===== config.mk =====
export PLATFORM = sky130hd
export DESIGN_NAME = gnsf_tow_mul
export DESIGN_NICKNAME = d
export VERILOG_FILES = /design/src/design/gnsf_pkg.sv /design/src/design/gnsf_tow_mul.sv
export SDC_FILE = /design/constraint.sdc
export NUM_CORES = 1
export LEC_CHECK = 0
export BUFFER_PORTS_ARGS = -buffer_cell sky130_fd_sc_hd__buf_2
export CORE_ASPECT_RATIO = 1.4
export CORE_UTILIZATION = 55
export DETAILED_ROUTE_END_ITERATION = 8
export GPL_TIMING_DRIVEN = 0
export PLACE_DENSITY = 0.83
export SYNTH_ARGS = -nofsm -noshare
export SYNTH_HDL_FRONTEND = slang
export SYNTH_SLANG_ARGS = --single-unit

===== constraint.sdc =====
create_clock -name vclk -period 8.3
set_clock_uncertainty 0.1 [all_clocks]
set_input_delay 0.83 -clock vclk [all_inputs]
set_output_delay 0.83 -clock vclk [all_outputs]
set_load 0.05 [all_outputs]

===== src/design/gnsf_pkg.sv =====
// Package: shared types, constants and parity helper for the subframe framer.
`default_nettype none
package gnsf_pkg;
	localparam logic [31:0] PREAMBLE_POS  = 32'h22c0_0000;
	localparam logic [31:0] DATA_FLIP     = 32'h3fff_ffc0;
	localparam logic [31:0] PREAMBLE_MASK = 32'h3fc0_0000;
	localparam logic [9:0]  FULL_MASK     = 10'h3ff;
	localparam logic [25:0] WEEK_M240     = 26'd30239760;
	localparam int          NUM_SF        = 5;

	typedef logic [31:0] pvec_t [6];
	localparam pvec_t PARITY_VEC = '{32'hbb1f3480, 32'h5d8f9a40, 32'haec7cd00,
		32'h5763e680, 32'h6bb1f340, 32'h8b7a89c0};

	typedef enum logic [2:0] {
		EV_NONE   = 3'd0,
		EV_SYNC   = 3'd1,
		EV_REJECT = 3'd2,
		EV_WORD   = 3'd3,
		EV_PFAIL  = 3'd4
	} event_t;

	typedef struct packed {
		logic [3:0]  out_channel;
		event_t      event_res;
		logic [23:0] word_data;
		logic [3:0]  word_index;
		logic [2:0]  subframe_id;
		logic [16:0] tow;
		logic        time_load;
		logic [25:0] bit_time;
		logic        epoch_sync;
		logic        subframe_done;
		logic        subframe_good;
	} result_t;

	// GPS parity check of one 32-bit window (D29*, D30* in the two top bits)
	function automatic logic word_ok(input logic [31:0] w);
		logic [5:0] calc;
		for (int i = 0; i < 6; i++) begin
			calc[5 - i] = ^(w & PARITY_VEC[i]);
		end
		return w[5:0] == calc;
	endfunction
endpackage
`default_nettype wire


===== src/design/gnsf_tow_mul.sv =====
// TOW to bit-time conversion: TOW*300-240, week wrap when TOW is zero.
`default_nettype none
module gnsf_tow_mul (
	input  wire logic [16:0] tow,
	output logic [25:0]      bit_time
);
	import gnsf_pkg::*;
	logic [25:0] prod;

	// 300 = 256 + 32 + 8 + 4, shifts and adds
	assign prod = ({9'd0, tow} << 8) + ({9'd0, tow} << 5) + ({9'd0, tow} << 3)
		+ ({9'd0, tow} << 2);
	assign bit_time = (tow == 17'd0) ? WEEK_M240 : prod - 26'd240;
endmodule
`default_nettype wire


# Yosys cells after proc, flatten, opt, wreduce, memory -nomap -nowiden
# Index checks and enable logic that the tools add are counted.
# word_totals
output_inout_bits	26
regBits	0
# op_classes
mux	1
n_reduce_logical	1
n_addsub	4
# ops
op	n
adder 25 x 22 -> 26 bit	1
adder 26 x 19 -> 26 bit	1
adder 26 x 20 -> 26 bit	1
2-to-1 mux 26 bit	1
subtractor 26 x 8 -> 26 bit, second input constant	1
logical NOT 17 bit	1

# Depth between registers and ports, before layout
# depth
depth_word	5
mapped_depth	14
depth_no_buf	14

# Worst setup path before layout
# No wires, ideal clock.
# synth_path
path_type	input to output
startpoint	in tow[2]
endpoint	out bit_time[23]
stages	12
slack_ns	2.638
required_ns	7.370
arrival_ns	4.732
n_path_buf	0
cell_sequence	inv_1 fa_1 fa_1 inv_1 fa_1 ha_1 nand3_1 o211ai_2 a32oi_2 o221ai_2 nor4b_1 a311oi_1
# synth_between
elab_chain_len	5
# synth_rtl
item	line_no	source
start: declaration	gnsf_tow_mul.sv:4	input wire logic [16:0] tow,
adder 25 x 22 -> 26 bit	gnsf_tow_mul.sv:11	assign prod = ({9'd0, tow} << 8) + ({9'd0, tow} << 5) + ({9'd0, tow} << 3)
adder 26 x 20 -> 26 bit	gnsf_tow_mul.sv:11	
adder 26 x 19 -> 26 bit	gnsf_tow_mul.sv:12	+ ({9'd0, tow} << 2);
subtractor 26 x 8 -> 26 bit	gnsf_tow_mul.sv:13	assign bit_time = (tow == 17'd0) ? WEEK_M240 : prod - 26'd240;
2-to-1 mux 26 bit *	gnsf_tow_mul.sv:13	
end: declaration	gnsf_tow_mul.sv:5	output logic [25:0] bit_time
# Every way passes the cells marked *; elsewhere a longest branch is shown, timed or not.

# Worst setup path in the final report
# layout_path
startpoint	in tow[7]
endpoint	out bit_time[23]
# The elaborated chain is that of the path after synthesis.

==> flow_summary.yaml <==
setup_path:
  path_class: "in2out"
  cp_top_family: "adder cells"
  path_max_fanout: 5
  critPathBufInv: 6
  arrival_ps: 4440
  crit_top_cell: "inv_1"
  crit_chain: "buf_2, inv_1, ha_1, inv_1, fa_1, inv_1, fa_1, inv_1, ha_1, a21oi_1, o21ai_0, a32oi_2, o221ai_2, nor4b_1, a311oi_1, buf_2"
  crit_start: "tow[7]"
  crit_path_top_delay_cell: "fa_1"
  cp-end-kind: "output port"
  cpPeakStageDelay_ps: 520
  required_ps: 7370
  startpoint_type: "input pin"
synthesis:
  synth_top_area_share_pct: 29.1
  synth_compound_area_share_pct: 14.9
  ys_types: 42
  synth_xor_area_share_pct: 4.81
  synth_area_leaders: "ha_1 29%, fa_1 23%, inv_1 14%"
  synth_fa_ha_area_share_pct: 52.0
  synth_cells: 300
  syn_avg_cell_area_um2: 7.88
  synth_top_family_by_area: "adder cells"
  yosys.area_share.simple_pct: 12.2
  syn_area_mm2: 0.00236
  yosysTopAreaCell: "ha_1"
  yosysSeqAreaShare_pct: 0
  ys.warnings.count: 0
  muxShareOfSynthArea_pct: 0.423
finish:
  utilization_pct: 65.4
  regArea_um2: 0
  final_common_cell: "inv_1"
  area_delta_synth_final_pct: 11.1
  nFlopsAndLatches: 0
  nFillCells: 355
  finalNonFillerCells: 385
  multiInputGateArea_mm2: 0.00200
  mostFrequentLayoutCells: "90 x inv_1, 55 x ha_1, 41 x buf_2"
  n_antenna_cell: 0
  stdcell_area_mm2: 0.00263
  n_clock_buffer: 0
  drive_gt1_share_pct: 14.6
  num-nets-final: 443
clock_network:
  post_cts_buffers: 0
  cts_resized: 0
  cts_hold_buf: 0
hold_path:
  min-delay-start: "tow[0]"
  holdCritPathClass: "in2out"
sta:
  fin_setup_tns_ps: 0
  relSlewSlack_pct: 60.1
  drv_slew: 0
  fmax_mhz: 186
  worstMarginPinSlew_ps: 597
  setup-violations-final: 0
  period_minus_slack_ps: 5370
  min_period_over_period_pct: 64.8
  rsz0062_at_grt: "false"
  hold_violations: 0
pwr:
  power_density_mw_per_mm2: 327
  peakVddDrop_v: 0.000316
  p_leak_nw: 1.53
  total_power_uw: 860
grt:
  grt_pass1_wl_um: 8710
  grt_overflow: 0
  grt_max_degree: 11
  grt.total_usage_pct: 23.8
  first_global_vias: 2133
  antenna_found_initial: 0
placement:
  port_buffers: 41
  hpwl_um: 4540
  dp.cells: 385
  dpl_cell_area_mm2: 0.00263
  gp_congestion: 0.893
die:
  die_h_um: 79.6
  chipWidth_um: 57.4
  rows: 27
  die-area_mm2: 0.00457
  coreArea_mm2: 0.00402
  ios: 43
  floorplan.initialDensity_pct: 58.8
route:
  route.detailed.drc: 7
  dr_total_vias: 2101
  routed_via_density: 5.46
  drt_iter0_markers: 89
  dr.pass1.iters: 6
  avgRoutedWirePerCell_um: 13.2
  wl_um: 5070
  ant_nets: 0
flow_run:
  max_cap_violations: 0
outcome:
  outcome: "finished with violations"
  violations: "design-rule violations"
path summary, 6_finish.rpt:
| check | to | slack, ps | cells after the start |
|---|---|---|---|
| min | bit_time[2] | 2060 | 4 |
| max | bit_time[23] | 2930 | 16 |
where the power goes:
| part | switching (mW) | internal, mW |
|---|---|---|
| logic | 0.601 | 0.259 |
| clock network | 0 | 0 |
| registers | 0 | 0 |
through the flow:
stage	worst slack, ps	hold slack, ps
floorplan	2640	1830
global route	2740	2080
finish	2930	2060
global placement	3020	2080
detailed placement	2970	2070
CTS	2950	2070
cell usage after synthesis (2+ instances only):
| master | n |
|---|---|
| and3_1 | 5 |
| fa_1 | 27 |
| buf_4 | 2 |
| o21ai_1 | 2 |
| a31oi_1 | 2 |
| a21o_1 | 2 |
| inv_1 | 90 |
| nand2_1 | 15 |
| o211ai_1 | 4 |
| xnor2_1 | 10 |
| nand4_1 | 2 |
| o21ai_0 | 5 |
| nand3_1 | 4 |
| nor4b_1 | 2 |
| xor2_1 | 3 |
| nor2_1 | 13 |
| o21a_1 | 3 |
| o21bai_1 | 2 |
| nand2b_1 | 2 |
| nor4_1 | 2 |
| a21oi_1 | 23 |
| and2_1 | 6 |
| ha_1 | 55 |
per-layer routing:
layer / share of wire [%] / up-vias / wire, um / GRT usage (%)
li1: - / 1048 / - / -
met1: 38 / 997 / 1920 / 23.0
met2: 58 / 44 / 2940 / 52.6
met3: 2.5 / 12 / 128 / 0.324
met4: 1.8 / 0 / 89 / 5.37
met5: 0 / - / 0 / 0
logic make-up (layout without fill, tap and decap cells):
group | count (synthesis) | after routing
and+or+nand+nor | 56 | 56
xor gates and xnor gates | 13 | 13
muxes | 1 | 1
AOI/OAI and AO/OA | 53 | 53
other | 1 | 2
adders and majority gates | 82 | 82
buffers and inverters | 94 | 135
final cells by class:
type                            count  area share [%]
Tap cell                           43            2.05
Multi-Input combinational cell    207            76.1
Timing Repair Buffer               41            7.81
Buffer                              4            1.14
Inverter                           90            12.9
Note: power is estimated with default switching activity, not from simulation.
